`src/design/moving_average_with_derivative_core_defines.svh`:
```
// Assertion macros shared by the filter core.
// Each macro expands to one concurrent assertion clocked on clk and
// disabled while rst is high; synthesis builds see empty bodies.
`ifndef MOVING_AVERAGE_WITH_DERIVATIVE_CORE_DEFINES_SVH
`define MOVING_AVERAGE_WITH_DERIVATIVE_CORE_DEFINES_SVH
`ifndef SYNTHESIS
`define MAVD_ASSERT_IMPLY(lbl, ante, cons, msg) \
  lbl: assert property (@(posedge clk) disable iff (rst) (ante) |-> (cons)) \
    else $error(msg);
`define MAVD_ASSERT_NEXT(lbl, ante, cons, msg) \
  lbl: assert property (@(posedge clk) disable iff (rst) (ante) |=> (cons)) \
    else $error(msg);
`else
`define MAVD_ASSERT_IMPLY(lbl, ante, cons, msg)
`define MAVD_ASSERT_NEXT(lbl, ante, cons, msg)
`endif
`endif

```
`src/design/mavd_pkg.sv`:
```
`timescale 1ns / 1ps
`default_nettype none
// ----------------------------------------------------------------------------
// mavd_pkg
// Types, widths and helpers shared by the moving average filter modules.
// ----------------------------------------------------------------------------
package mavd_pkg;

  localparam int SAMPLE_W  = 24;
  localparam int TIME_W    = 48;
  localparam int ELAPSED_W = 32;
  localparam int AVG_W     = 32;
  localparam int SLOPE_W   = 40;

  localparam int HIST_DEPTH       = 5;
  localparam int STENCIL_W        = 37;
  localparam int AVG_SHIFT_FINE   = 8;
  localparam int AVG_SHIFT_COARSE = 5;
  localparam int STENCIL_DEN      = 6;

  // Shared divider: signed dividend, small positive divisor.
  localparam int DIV_NW     = 42;
  localparam int DIV_DW     = 9;
  localparam int DIV_STEP   = 2;
  localparam int DIV_CYCLES = DIV_NW / DIV_STEP;
  localparam int DIV_CNT_W  = $clog2(DIV_CYCLES + 1);

  localparam int QUEUE_DEPTH = 2;
  localparam int QAW         = $clog2(QUEUE_DEPTH);
  localparam int QCW         = $clog2(QUEUE_DEPTH + 1);

  typedef enum logic [0:0] {
    CFG_RECORDING = 1'b0,
    CFG_MODE      = 1'b1
  } cfg_reg_t;

  typedef struct packed {
    logic signed [SAMPLE_W-1:0] sample_value;
    logic [TIME_W-1:0]          time_ms;
    logic                       clear_history;
  } in_t;

  typedef struct packed {
    logic [ELAPSED_W-1:0]      elapsed_ms;
    logic signed [AVG_W-1:0]   smoothed_value;
    logic signed [SLOPE_W-1:0] slope;
    logic                      slope_valid;
  } out_t;

  typedef struct packed {
    logic                       clear;
    logic                       process;
    logic                       mode;
    logic signed [SAMPLE_W-1:0] sample;
    logic [ELAPSED_W-1:0]       elapsed;
  } job_t;

  typedef struct packed {
    logic                     start;
    logic signed [DIV_NW-1:0] num;
    logic [DIV_DW-1:0]        den;
  } div_req_t;

  typedef struct packed {
    logic                     busy;
    logic                     done;
    logic signed [DIV_NW-1:0] quot;
  } div_resp_t;

  typedef enum logic [1:0] {
    D_IDLE,
    D_PREP,
    D_RUN,
    D_FIN
  } div_state_t;

  typedef enum logic [3:0] {
    B_IDLE,
    B_READ,
    B_UPD,
    B_DIV_AVG,
    B_WAIT_AVG,
    B_TWO,
    B_STEN,
    B_DIV_SLP,
    B_WAIT_SLP,
    B_OUT
  } back_state_t;

  localparam logic signed [DIV_NW-1:0] SAT_HI =
    {{(DIV_NW - SLOPE_W + 1){1'b0}}, {(SLOPE_W - 1){1'b1}}};
  localparam logic signed [DIV_NW-1:0] SAT_LO = ~SAT_HI;

  function automatic logic signed [SLOPE_W-1:0] sat_slope(
    input logic signed [DIV_NW-1:0] v
  );
    logic signed [SLOPE_W-1:0] r;
    if (v > SAT_HI) begin
      r = SAT_HI[SLOPE_W-1:0];
    end else if (v < SAT_LO) begin
      r = SAT_LO[SLOPE_W-1:0];
    end else begin
      r = v[SLOPE_W-1:0];
    end
    return r;
  endfunction

endpackage
`default_nettype wire

```
`src/design/mavd_ram.sv`:
```
`timescale 1ns / 1ps
`default_nettype none
// ----------------------------------------------------------------------------
// mavd_ram
// Simple dual-port RAM, one write and one registered read port.
// ----------------------------------------------------------------------------
module mavd_ram #(
  parameter int WIDTH = 24,
  parameter int DEPTH = 16
) (
  input  logic                     clk,
  input  logic                     we,
  input  logic [$clog2(DEPTH)-1:0] waddr,
  input  logic [WIDTH-1:0]         wdata,
  input  logic                     re,
  input  logic [$clog2(DEPTH)-1:0] raddr,
  output logic [WIDTH-1:0]         rdata
);

  logic [WIDTH-1:0] mem [DEPTH];

  always_ff @(posedge clk) begin
    if (we) begin
      mem[waddr] <= wdata;
    end
    if (re) begin
      rdata <= mem[raddr];
    end
  end

endmodule
`default_nettype wire

```
`src/design/mavd_div.sv`:
```
`timescale 1ns / 1ps
`default_nettype none
// ----------------------------------------------------------------------------
// mavd_div
// Iterative signed divider, two quotient bits per cycle, rounding to nearest
// with ties away from zero.
// ----------------------------------------------------------------------------
module mavd_div (
  input  logic               clk,
  input  logic               rst,
  input  mavd_pkg::div_req_t req,
  output mavd_pkg::div_resp_t resp
);
  import mavd_pkg::*;

  div_state_t state, state_next;

  logic signed [DIV_NW-1:0] num_r;
  logic [DIV_DW-1:0]        den_r;
  logic                     neg;
  logic [DIV_NW-1:0]        work;
  logic [DIV_DW-1:0]        rem;
  logic [DIV_CNT_W-1:0]     cnt;
  logic signed [DIV_NW-1:0] quot;
  logic                     done;

  logic [DIV_NW-1:0]  mag;
  logic [DIV_NW-1:0]  work_v;
  logic [DIV_DW-1:0]  rem_v;
  logic [DIV_DW:0]    trial;

  // Rounding is folded in by adding half the divisor to the magnitude.
  assign mag = (num_r[DIV_NW-1] ? DIV_NW'(-num_r) : DIV_NW'(num_r))
             + DIV_NW'(den_r >> 1);

  always_comb begin
    rem_v  = rem;
    work_v = work;
    trial  = '0;
    for (int i = 0; i < DIV_STEP; i++) begin
      trial = {rem_v, work_v[DIV_NW-1]};
      if (trial >= {1'b0, den_r}) begin
        rem_v  = DIV_DW'(trial - {1'b0, den_r});
        work_v = {work_v[DIV_NW-2:0], 1'b1};
      end else begin
        rem_v  = trial[DIV_DW-1:0];
        work_v = {work_v[DIV_NW-2:0], 1'b0};
      end
    end
  end

  always_ff @(posedge clk) begin
    if (rst) begin
      state <= D_IDLE;
      done  <= 1'b0;
    end else begin
      state <= state_next;
      done  <= (state == D_FIN);
    end
  end

  always_comb begin
    state_next = state;
    unique case (state)
      D_IDLE: if (req.start) state_next = D_PREP;
      D_PREP: state_next = D_RUN;
      D_RUN:  if (cnt == DIV_CNT_W'(1)) state_next = D_FIN;
      D_FIN:  state_next = D_IDLE;
      default: state_next = D_IDLE;
    endcase
  end

  always_ff @(posedge clk) begin
    case (state)
      D_IDLE: begin
        if (req.start) begin
          num_r <= req.num;
          den_r <= req.den;
        end
      end
      D_PREP: begin
        neg  <= num_r[DIV_NW-1];
        work <= mag;
        rem  <= '0;
        cnt  <= DIV_CNT_W'(DIV_CYCLES);
      end
      D_RUN: begin
        work <= work_v;
        rem  <= rem_v;
        cnt  <= cnt - DIV_CNT_W'(1);
      end
      D_FIN: begin
        quot <= neg ? -$signed(work) : $signed(work);
      end
      default: ;
    endcase
  end

  assign resp.busy = (state != D_IDLE);
  assign resp.done = done;
  assign resp.quot = quot;

endmodule
`default_nettype wire

```
`src/design/mavd_front.sv`:
```
`timescale 1ns / 1ps
`default_nettype none
// ----------------------------------------------------------------------------
// mavd_front
// Holds the configuration, takes input words, tracks the run start time and
// hands classified jobs to the queue.
// ----------------------------------------------------------------------------
module mavd_front (
  input  logic                clk,
  input  logic                rst,
  input  logic                in_valid,
  output logic                in_stall,
  input  mavd_pkg::in_t       in_data,
  input  logic                cfg_valid,
  output logic                cfg_ready,
  input  mavd_pkg::cfg_reg_t  cfg_index,
  input  logic                cfg_data,
  output logic                push,
  output mavd_pkg::job_t      job,
  input  logic                q_full
);
  import mavd_pkg::*;

  logic              recording;
  logic              mode;
  logic              started;
  logic [TIME_W-1:0] start_ms;

  logic              accept;
  logic              start_now;
  logic [TIME_W-1:0] start_eff;
  logic [TIME_W-1:0] diff;
  logic [ELAPSED_W-1:0] elapsed;

  assign cfg_ready = 1'b1;
  assign in_stall  = q_full;
  assign accept    = in_valid && !q_full;

  // A clear restarts the run, so this word then sets the start time.
  assign start_now = in_data.clear_history || !started;
  assign start_eff = start_now ? in_data.time_ms : start_ms;
  assign diff      = in_data.time_ms - start_eff;

  always_comb begin
    if (in_data.time_ms < start_eff) begin
      elapsed = '0;
    end else if (|diff[TIME_W-1:ELAPSED_W]) begin
      elapsed = '1;
    end else begin
      elapsed = diff[ELAPSED_W-1:0];
    end
  end

  assign push        = accept && (recording || in_data.clear_history);
  assign job.clear   = in_data.clear_history;
  assign job.process = recording;
  assign job.mode    = mode;
  assign job.sample  = in_data.sample_value;
  assign job.elapsed = elapsed;

  always_ff @(posedge clk) begin
    if (rst) begin
      recording <= 1'b0;
      mode      <= 1'b1;
      started   <= 1'b0;
      start_ms  <= '0;
    end else begin
      if (cfg_valid) begin
        unique case (cfg_index)
          CFG_RECORDING: recording <= cfg_data;
          CFG_MODE:      mode      <= cfg_data;
          default: ;
        endcase
      end
      if (accept) begin
        if (recording) begin
          if (start_now) begin
            start_ms <= in_data.time_ms;
          end
          started <= 1'b1;
        end else if (in_data.clear_history) begin
          started <= 1'b0;
        end
      end
    end
  end

endmodule
`default_nettype wire

```
`src/design/mavd_queue.sv`:
```
`timescale 1ns / 1ps
`default_nettype none
// ----------------------------------------------------------------------------
// mavd_queue
// Short job queue between the front and back ends.
// ----------------------------------------------------------------------------
module mavd_queue (
  input  logic           clk,
  input  logic           rst,
  input  logic           push,
  input  mavd_pkg::job_t push_job,
  output logic           full,
  input  logic           pop,
  output mavd_pkg::job_t head,
  output logic           empty
);
  import mavd_pkg::*;

  job_t           entries [QUEUE_DEPTH];
  logic [QAW-1:0] wptr;
  logic [QAW-1:0] rptr;
  logic [QCW-1:0] count;
  logic           do_push;
  logic           do_pop;

  assign full    = (count == QCW'(QUEUE_DEPTH));
  assign empty   = (count == '0);
  assign do_push = push && !full;
  assign do_pop  = pop && !empty;
  assign head    = entries[rptr];

  always_ff @(posedge clk) begin
    if (do_push) begin
      entries[wptr] <= push_job;
    end
  end

  always_ff @(posedge clk) begin
    if (rst) begin
      wptr  <= '0;
      rptr  <= '0;
      count <= '0;
    end else begin
      if (do_push) begin
        wptr <= (wptr == QAW'(QUEUE_DEPTH - 1)) ? '0 : wptr + QAW'(1);
      end
      if (do_pop) begin
        rptr <= (rptr == QAW'(QUEUE_DEPTH - 1)) ? '0 : rptr + QAW'(1);
      end
      if (do_push && !do_pop) begin
        count <= count + QCW'(1);
      end else if (do_pop && !do_push) begin
        count <= count - QCW'(1);
      end
    end
  end

endmodule
`default_nettype wire

```
`src/design/mavd_back.sv`:
```
`timescale 1ns / 1ps
`default_nettype none
`include "moving_average_with_derivative_core_defines.svh"
// ----------------------------------------------------------------------------
// mavd_back
// Window ring, running sum, average history and slope, driving the output
// register. Averages and the five-point scaling share one divider.
// ----------------------------------------------------------------------------
module mavd_back #(
  parameter int WINDOW = 16
) (
  input  logic           clk,
  input  logic           rst,
  input  mavd_pkg::job_t q_head,
  input  logic           q_empty,
  output logic           pop,
  output logic           out_valid,
  input  logic           out_stall,
  output mavd_pkg::out_t out_data
);
  import mavd_pkg::*;

  localparam int AW = $clog2(WINDOW);
  localparam int FW = $clog2(WINDOW + 1);
  localparam int SW = $clog2(WINDOW + 2);
  localparam int TW = SAMPLE_W + $clog2(WINDOW) + 1;

  back_state_t state, state_next;

  job_t                      job;
  logic [FW-1:0]             fill;
  logic [AW-1:0]             ptr;
  logic signed [TW-1:0]      total;
  logic signed [AVG_W-1:0]   hist [HIST_DEPTH];
  logic [SW-1:0]             seen;
  logic signed [STENCIL_W-1:0] sten;
  logic signed [SLOPE_W-1:0] slope_r;
  logic                      valid_r;

  logic                      ram_re;
  logic                      ram_we;
  logic [SAMPLE_W-1:0]       ram_rdata;
  logic                      load_out;
  div_req_t                  div_req;
  div_resp_t                 div_resp;

  logic signed [TW-1:0]      old_ext;
  logic signed [TW-1:0]      total_next;
  logic [SW-1:0]             seen_inc;
  logic                      valid_new;
  logic signed [DIV_NW-1:0]  avg_num;
  logic signed [DIV_NW-1:0]  sten_scaled;
  logic signed [AVG_W:0]     d2;
  logic signed [DIV_NW-1:0]  two_prod;

  mavd_ram #(
    .WIDTH (SAMPLE_W),
    .DEPTH (WINDOW)
  ) u_ring (
    .clk   (clk),
    .we    (ram_we),
    .waddr (ptr),
    .wdata (job.sample),
    .re    (ram_re),
    .raddr (ptr),
    .rdata (ram_rdata)
  );

  mavd_div u_div (
    .clk  (clk),
    .rst  (rst),
    .req  (div_req),
    .resp (div_resp)
  );

  // Once the ring is full the pointer sits on the oldest sample.
  assign old_ext    = (fill == FW'(WINDOW)) ? TW'($signed(ram_rdata)) : '0;
  assign total_next = total - old_ext + TW'(job.sample);
  assign seen_inc   = (seen <= SW'(WINDOW)) ? seen + SW'(1) : seen;
  assign valid_new  = (seen_inc > SW'(WINDOW));
  assign avg_num    = job.mode ? (DIV_NW'(total) <<< AVG_SHIFT_FINE)
                               : (DIV_NW'(total) <<< AVG_SHIFT_COARSE);
  assign sten_scaled = (DIV_NW'(sten) <<< 2) + DIV_NW'(sten);
  assign d2          = (AVG_W + 1)'(hist[0]) - (AVG_W + 1)'(hist[1]);
  assign two_prod    = (DIV_NW'(d2) <<< 4) + (DIV_NW'(d2) <<< 3) + DIV_NW'(d2);

  always_ff @(posedge clk) begin
    if (rst) begin
      state <= B_IDLE;
    end else begin
      state <= state_next;
    end
  end

  always_comb begin
    state_next    = state;
    pop           = 1'b0;
    ram_re        = 1'b0;
    ram_we        = 1'b0;
    load_out      = 1'b0;
    div_req.start = 1'b0;
    div_req.num   = avg_num;
    div_req.den   = DIV_DW'(fill);
    unique case (state)
      B_IDLE: begin
        if (!q_empty) begin
          pop = 1'b1;
          if (q_head.process) state_next = B_READ;
        end
      end
      B_READ: begin
        ram_re     = 1'b1;
        state_next = B_UPD;
      end
      B_UPD: begin
        ram_we     = 1'b1;
        state_next = B_DIV_AVG;
      end
      B_DIV_AVG: begin
        div_req.start = 1'b1;
        state_next    = B_WAIT_AVG;
      end
      B_WAIT_AVG: begin
        if (div_resp.done) begin
          if (!valid_new) begin
            state_next = B_OUT;
          end else if (job.mode) begin
            state_next = B_STEN;
          end else begin
            state_next = B_TWO;
          end
        end
      end
      B_TWO: state_next = B_OUT;
      B_STEN: state_next = B_DIV_SLP;
      B_DIV_SLP: begin
        div_req.start = 1'b1;
        div_req.num   = sten_scaled;
        div_req.den   = DIV_DW'(STENCIL_DEN);
        state_next    = B_WAIT_SLP;
      end
      B_WAIT_SLP: begin
        if (div_resp.done) state_next = B_OUT;
      end
      B_OUT: begin
        if (!out_valid || !out_stall) begin
          load_out   = 1'b1;
          state_next = B_IDLE;
        end
      end
      default: state_next = B_IDLE;
    endcase
  end

  // Run state: window bookkeeping, sum and history.
  always_ff @(posedge clk) begin
    if (rst) begin
      fill      <= '0;
      ptr       <= '0;
      total     <= '0;
      seen      <= '0;
      out_valid <= 1'b0;
      for (int i = 0; i < HIST_DEPTH; i++) begin
        hist[i] <= '0;
      end
    end else begin
      if (pop && q_head.clear) begin
        fill  <= '0;
        ptr   <= '0;
        total <= '0;
        seen  <= '0;
        for (int i = 0; i < HIST_DEPTH; i++) begin
          hist[i] <= '0;
        end
      end
      if (state == B_UPD) begin
        total <= total_next;
        if (fill != FW'(WINDOW)) begin
          fill <= fill + FW'(1);
        end
        ptr <= (ptr == AW'(WINDOW - 1)) ? '0 : ptr + AW'(1);
      end
      if (state == B_WAIT_AVG && div_resp.done) begin
        hist[0] <= div_resp.quot[AVG_W-1:0];
        for (int i = 1; i < HIST_DEPTH; i++) begin
          hist[i] <= hist[i-1];
        end
        seen <= seen_inc;
      end
      if (load_out) begin
        out_valid <= 1'b1;
      end else if (!out_stall) begin
        out_valid <= 1'b0;
      end
    end
  end

  always_ff @(posedge clk) begin
    if (pop) begin
      job <= q_head;
    end
    if (state == B_WAIT_AVG && div_resp.done) begin
      valid_r <= valid_new;
      if (!valid_new) begin
        slope_r <= '0;
      end
    end
    if (state == B_TWO) begin
      slope_r <= sat_slope(two_prod);
    end
    if (state == B_STEN) begin
      sten <= -STENCIL_W'(hist[0]) + (STENCIL_W'(hist[1]) <<< 3)
            - (STENCIL_W'(hist[3]) <<< 3) + STENCIL_W'(hist[4]);
    end
    if (state == B_WAIT_SLP && div_resp.done) begin
      slope_r <= sat_slope(div_resp.quot);
    end
    if (load_out) begin
      out_data.elapsed_ms     <= job.elapsed;
      out_data.smoothed_value <= hist[0];
      out_data.slope          <= slope_r;
      out_data.slope_valid    <= valid_r;
    end
  end

  `MAVD_ASSERT_IMPLY(a_done_when_waiting, div_resp.done,
    (state == B_WAIT_AVG) || (state == B_WAIT_SLP), "divider finished outside a wait state")
  `MAVD_ASSERT_IMPLY(a_start_when_free, div_req.start, !div_resp.busy,
    "divider started while busy")
  `MAVD_ASSERT_NEXT(a_clear_empties, pop && q_head.clear, (fill == '0) && (seen == '0),
    "clear did not empty the window")
  `MAVD_ASSERT_IMPLY(a_slope_zero, out_valid && !out_data.slope_valid,
    out_data.slope == '0, "slope not zero while marked invalid")

endmodule
`default_nettype wire

```
`src/design/moving_average_with_derivative_core.sv`:
```
`timescale 1ns / 1ps
`default_nettype none
// ----------------------------------------------------------------------------
// moving_average_with_derivative_core
// Moving average over the last WINDOW samples with a slope estimate.
// ----------------------------------------------------------------------------
// Input words (sample, timestamp, clear flag) arrive on in_valid/in_stall and
// are taken when in_valid is high and in_stall low. Each word taken while
// recording is enabled yields one result word on out_valid/out_stall; with
// recording off a word yields nothing, though its clear flag still restarts
// the run. Configuration is written through cfg_valid/cfg_ready (always
// ready): index 0 enables recording, index 1 selects five-point (1) or
// two-point (0) slopes.
// The next word may enter while one is at work. The shared divider, two
// quotient bits per cycle over 42 bits, makes one pass for the average and
// a second for the five-point scaling, so five-point words take longer.
// Synchronous reset clears the window, history and run start, disables
// recording and selects five-point mode. When the receiver stalls, the result
// holds in the output register, a two-entry queue takes further words, and
// in_stall rises once it is full.
// ----------------------------------------------------------------------------
module moving_average_with_derivative_core #(
  parameter int WINDOW = 16
) (
  input  logic               clk,
  input  logic               rst,
  input  logic               in_valid,
  output logic               in_stall,
  input  mavd_pkg::in_t      in_data,
  output logic               out_valid,
  input  logic               out_stall,
  output mavd_pkg::out_t     out_data,
  input  logic               cfg_valid,
  output logic               cfg_ready,
  input  mavd_pkg::cfg_reg_t cfg_index,
  input  logic               cfg_data
);
  import mavd_pkg::*;

  logic push;
  job_t push_job;
  logic q_full;
  logic q_pop;
  job_t q_head;
  logic q_empty;

  mavd_front u_front (
    .clk       (clk),
    .rst       (rst),
    .in_valid  (in_valid),
    .in_stall  (in_stall),
    .in_data   (in_data),
    .cfg_valid (cfg_valid),
    .cfg_ready (cfg_ready),
    .cfg_index (cfg_index),
    .cfg_data  (cfg_data),
    .push      (push),
    .job       (push_job),
    .q_full    (q_full)
  );

  mavd_queue u_queue (
    .clk      (clk),
    .rst      (rst),
    .push     (push),
    .push_job (push_job),
    .full     (q_full),
    .pop      (q_pop),
    .head     (q_head),
    .empty    (q_empty)
  );

  mavd_back #(
    .WINDOW (WINDOW)
  ) u_back (
    .clk       (clk),
    .rst       (rst),
    .q_head    (q_head),
    .q_empty   (q_empty),
    .pop       (q_pop),
    .out_valid (out_valid),
    .out_stall (out_stall),
    .out_data  (out_data)
  );

endmodule
`default_nettype wire

```
`config.mk`:
```
export PLATFORM = sky130hd
export DESIGN_NAME = moving_average_with_derivative_core
export DESIGN_NICKNAME = d
export VERILOG_FILES = /design/src/design/mavd_pkg.sv /design/src/design/mavd_ram.sv /design/src/design/mavd_div.sv /design/src/design/mavd_front.sv /design/src/design/mavd_queue.sv /design/src/design/mavd_back.sv /design/src/design/moving_average_with_derivative_core.sv
export VERILOG_INCLUDE_DIRS = /design/src /design/src/design
export SDC_FILE = /design/constraint.sdc
export NUM_CORES = 2
export LEC_CHECK = 0
export ABC_AREA = 1
export BUFFER_PORTS_ARGS = -buffer_cell sky130_fd_sc_hd__buf_2
export CAP_MARGIN = 20
export CORE_MARGIN = 2
export CORE_UTILIZATION = 40
export CTS_CLUSTER_SIZE = 16
export DETAILED_ROUTE_END_ITERATION = 12
export PLACE_DENSITY = 0.63
export SETUP_SLACK_MARGIN = 0.1
export SYNTH_ARGS = -nofsm -noshare
export SYNTH_HDL_FRONTEND = slang
export SYNTH_SLANG_ARGS = --single-unit
```
`constraint.sdc`:
```
create_clock -name clk -period 9.98 [get_ports clk]
set_input_delay 2.994 -clock clk [delete_from_list [all_inputs] [get_ports clk]]
set_output_delay 2.994 -clock clk [all_outputs]
set_load 0.03 [all_outputs]
```
==> impl_metrics.env <==
export IMPL_run_status="finished, final reports clean"
export IMPL_post_cts_setup_inserts=0
export IMPL_track_usage=0.2142
export IMPL_power_ir_vdd_worst_mv=0.5392
export IMPL_setup_viol_count_final=0
export IMPL_drtIter0Drc=4510
export IMPL_globalRouteMet1Util=0.2985
export IMPL_dieHeight_um=408.9
export IMPL_ctsRootBufferMaster="sky130_fd_sc_hd__clkbuf_16"
export IMPL_design_die_area_um2=167200
export IMPL_route_final_wire_length_mm=180.4
export IMPL_io_buffer_count=186
export IMPL_drv_cap=0
export IMPL_rows=148
export IMPL_netlist_instances=7188
export IMPL_first_pass_iters=6
export IMPL_layout_area_overhead_vs_synth_pct=12.29
export IMPL_synth_edff_count=1070
export IMPL_grt_pass1_vias=47710
export IMPL_clk_pin_slew_ns=0.06
export IMPL_htree_num_levels=4
export IMPL_core_area_um2=162800
export IMPL_critPathCaptureType="flop"
export IMPL_cts_num_sinks=1177
export IMPL_detailedPlacementHpwl_mm=129.6
export IMPL_global_route_usage_met2=0.3511
export IMPL_floorplan_initialDensity=0.4029
export IMPL_mappedNetlistArea_um2=65580
export IMPL_synth_top_flop_cell="sky130_fd_sc_hd__edfxtp_1"
export IMPL_crit_path_max_fanout=48
export IMPL_cts_repair_resize_count=0
export IMPL_routed_via_density=5.121
export IMPL_synth_async_reset_ratio=0
export IMPL_power_density_nw_per_um2=318.5
export IMPL_gpl_final_weighted_congestion=0.9622
export IMPL_postCtsHoldBufs=0
export IMPL_yosysWarningCount=0
export IMPL_tritoncts_clock_tree="done"
export IMPL_transition_time_at_the_pin_with_the_least_slew_margin_ns=1.182
export IMPL_critPathRequiredTime_ns=10.52
export IMPL_yosysSeqAreaShare=0.5226
export IMPL_layout_cells_sized_above_1=0.08667
export IMPL_ios=188
export IMPL_ctsLongestPathBuffers=3
export IMPL_fin_crit_sh=0.6725
export IMPL_insertion_delay_to_the_later_sink_of_the_worst_skew_pair_ns=0.79
export IMPL_maxClockFrequency_mhz=149.0
export IMPL_num_nets_final=7828
export IMPL_route_detailed_wl_per_inst_um=18.69
export IMPL_library_cell_with_the_largest_summed_area_after_synthesis="sky130_fd_sc_hd__edfxtp_1"
export IMPL_worst_setup_path_type="in -> reg"
export IMPL_synth_top_cells_by_area="sky130_fd_sc_hd__edfxtp_1 49%, sky130_fd_sc_hd__nand2_1 9.2%, sky130_fd_sc_hd__inv_1 5.7%"
export IMPL_grt_overflow_total=0
export IMPL_top_usage_layer="met2"
export IMPL_hold_class="reg -> reg"
export IMPL_report_final_slew_viol_count=0
export IMPL_cts_buffers_inserted=134
export IMPL_detail_route_drc_violations=0
export IMPL_finalPower_mw=23.45
export IMPL_max_slew_margin=0.2123
export IMPL_yosysTopAreaCellShare=0.4899
export IMPL_grt_max_degree=161
export IMPL_finalHoldViolCount=0
export IMPL_worst_hold_slack_ns=0.4175
export IMPL_final_setup_tns_ns=0
export IMPL_synth_area_per_inst_um2=9.124
export IMPL_wire_length_of_the_first_global_routing_pass_mm=279.2
export IMPL_initial_antenna_violation_count=3
export IMPL_vias=49440
export IMPL_synth_cell_type_count=70
export IMPL_synthesized_flop_and_latch_total=1177
export IMPL_setup_worst_path_start_class="input pin"
export IMPL_mappedNetlistNets=7646
export IMPL_dieWidth_um=408.9
export IMPL_postRouteAntennaNets=0
export IMPL_clock_skew_ns=0.05255
export IMPL_use_met3=0.02875
export IMPL_min_period_ns=6.712
export IMPL_grt_setup_unrepaired="false"
export IMPL_critical_path_arrival_ns=7.25
export IMPL_leakagePower_nw=30.14
[power by group]
| part | leakage, nW | total [mW] | switching, mW | internal, mW |
|---|---|---|---|---|
| combinational | 17.1 | 11.3 | 7.40 | 3.88 |
| sequential | 10.8 | 7.12 | 0.583 | 6.53 |
| clock | 2.20 | 5.05 | 2.12 | 2.93 |
[kinds of logic (layout without fill, tap and decap cells)]
family                   count (synthesis)  count (layout)  synth area share
AO/OA/AOI/OAI                         1195            1195           0.09980
XOR/XNOR                               219             219           0.03005
adder cells (fa/ha/maj)                378             378           0.08505
buffers and inverters                 1215            1504           0.07118
flip-flops                            1177            1177            0.5226
multiplexers                             1               1         0.0001526
other                                    1               2        0.00005718
AND/OR/NAND/NOR                       3002            3002            0.1911
[layout by cell type (no fill, tap or decap), drive strengths merged, types with 11 or more instances in the layout]
cell type,n
or2,11
buf,245
o21bai,31
a21o,37
a21oi,424
dfxtp,107
edfxtp,1070
nor4,19
nand3b,28
inv,1021
o21a,14
xor2,139
nand2,1651
clkinv,63
nand4,77
clkbuf,154
o22ai,102
ha,265
bufinv,15
nand3,246
xnor2,80
a31oi,36
o21ai,504
nor2,908
fa,113
nor3,55
[cells in the mapped netlist (102+ instances only)]
library cell,instances
sky130_fd_sc_hd__nand2_1,1611
sky130_fd_sc_hd__edfxtp_1,1070
sky130_fd_sc_hd__inv_1,1002
sky130_fd_sc_hd__nor2_1,862
sky130_fd_sc_hd__o21ai_0,481
sky130_fd_sc_hd__a21oi_1,421
sky130_fd_sc_hd__ha_1,265
sky130_fd_sc_hd__nand3_1,230
sky130_fd_sc_hd__clkbuf_1,160
sky130_fd_sc_hd__xor2_1,133
sky130_fd_sc_hd__fa_1,113
sky130_fd_sc_hd__dfxtp_1,107
sky130_fd_sc_hd__o22ai_1,102
[final cells by class]
class	count	area, um^2
antenna	1	2.502
clock buffer	154	3460
clock inverter	89	1089
fill	15510	89130
inverter	1016	3817
multi-input combinational	4796	26800
sequential	1177	34280
tap	2175	2721
timing repair buffer	245	1469
[critical path, cell delays in order]
cell and delay [ns]:
sky130_fd_sc_hd__buf_2 0.10, sky130_fd_sc_hd__inv_1 0.06, sky130_fd_sc_hd__nand2_2 0.60, sky130_fd_sc_hd__o21ai_0 0.28, sky130_fd_sc_hd__ha_1 0.28, sky130_fd_sc_hd__fa_1 0.41, sky130_fd_sc_hd__inv_1 0.18, sky130_fd_sc_hd__nand3_1 0.10
sky130_fd_sc_hd__nand3_1 0.26, sky130_fd_sc_hd__nand2_1 0.11, sky130_fd_sc_hd__nand3_2 0.14, sky130_fd_sc_hd__nand2_1 0.07, sky130_fd_sc_hd__nand2_1 0.12, sky130_fd_sc_hd__nand2_1 0.09, sky130_fd_sc_hd__nand3_1 0.07, sky130_fd_sc_hd__nand2_1 0.11
sky130_fd_sc_hd__nor2_1 0.11, sky130_fd_sc_hd__nand2_1 0.09, sky130_fd_sc_hd__nor2_4 0.68, sky130_fd_sc_hd__nand3_1 0.19, sky130_fd_sc_hd__nand2_1 0.10, sky130_fd_sc_hd__inv_1 0.06
[state kept, by name, indices dropped and copies added, names as in the netlist, 2 cells and up, named ones only]
signal and count:
u_back.u_ring.mem 384, u_back.hist 160, u_queue.entries 118, u_back.out_data 105
u_back.job 57, u_front.start_ms 48, u_back.u_div.quot 42, u_back.u_div.work 42
u_back.slope_r 40, u_back.u_div.num_r 40, u_back.sten 37, u_back.total 29
u_back.u_ring.rdata 24, u_back.u_div.rem 9, u_back.fill 5, u_back.seen 5
u_back.u_div.cnt 5, u_back.u_div.den_r 5, u_back.ptr 4, u_back.state 4
u_back.u_div.state 2, u_queue.count 2
[per-stage QoR]
stage                 util  instances  worst slack, ns  cell area [um^2]
floorplan                -       7188            1.296             65580
global placement    0.4238       9404            2.596             68980
detailed placement  0.4238       9404            2.486             68980
CTS                 0.4518       9647            3.334             73530
global route        0.4524       9652            2.802             73640
finish              0.4524       9653            3.268             73640
[layer usage]
metal,wire (um),vias up
li1,-,24260
met2,84720,1516
met3,10480,233
met5,16,-
met1,81110,23430
met4,4077,2
[path summary, 6_finish.rpt]
| path | from | end | slack, ns | cells past startpoint |
|---|---|---|---|---|
| max | in_data[0] | u_queue.entries[1][10]$_DFFE_PP_ | 3.27 | 22 |
| max reg2reg | u_back.hist[0][0]$_SDFFCE_PN0P_ | u_back.slope_r[33]$_DFFE_PP_ | 4.54 | 24 |
| min reg2reg | u_back.job[5]$_DFFE_PP_ | u_back.out_data[78]$_DFFE_PP_ | 0.42 | 0 |
| min | u_back.job[5]$_DFFE_PP_ | u_back.out_data[78]$_DFFE_PP_ | 0.42 | 0 |
No activity file was read; power rests on OpenSTA's default activity.
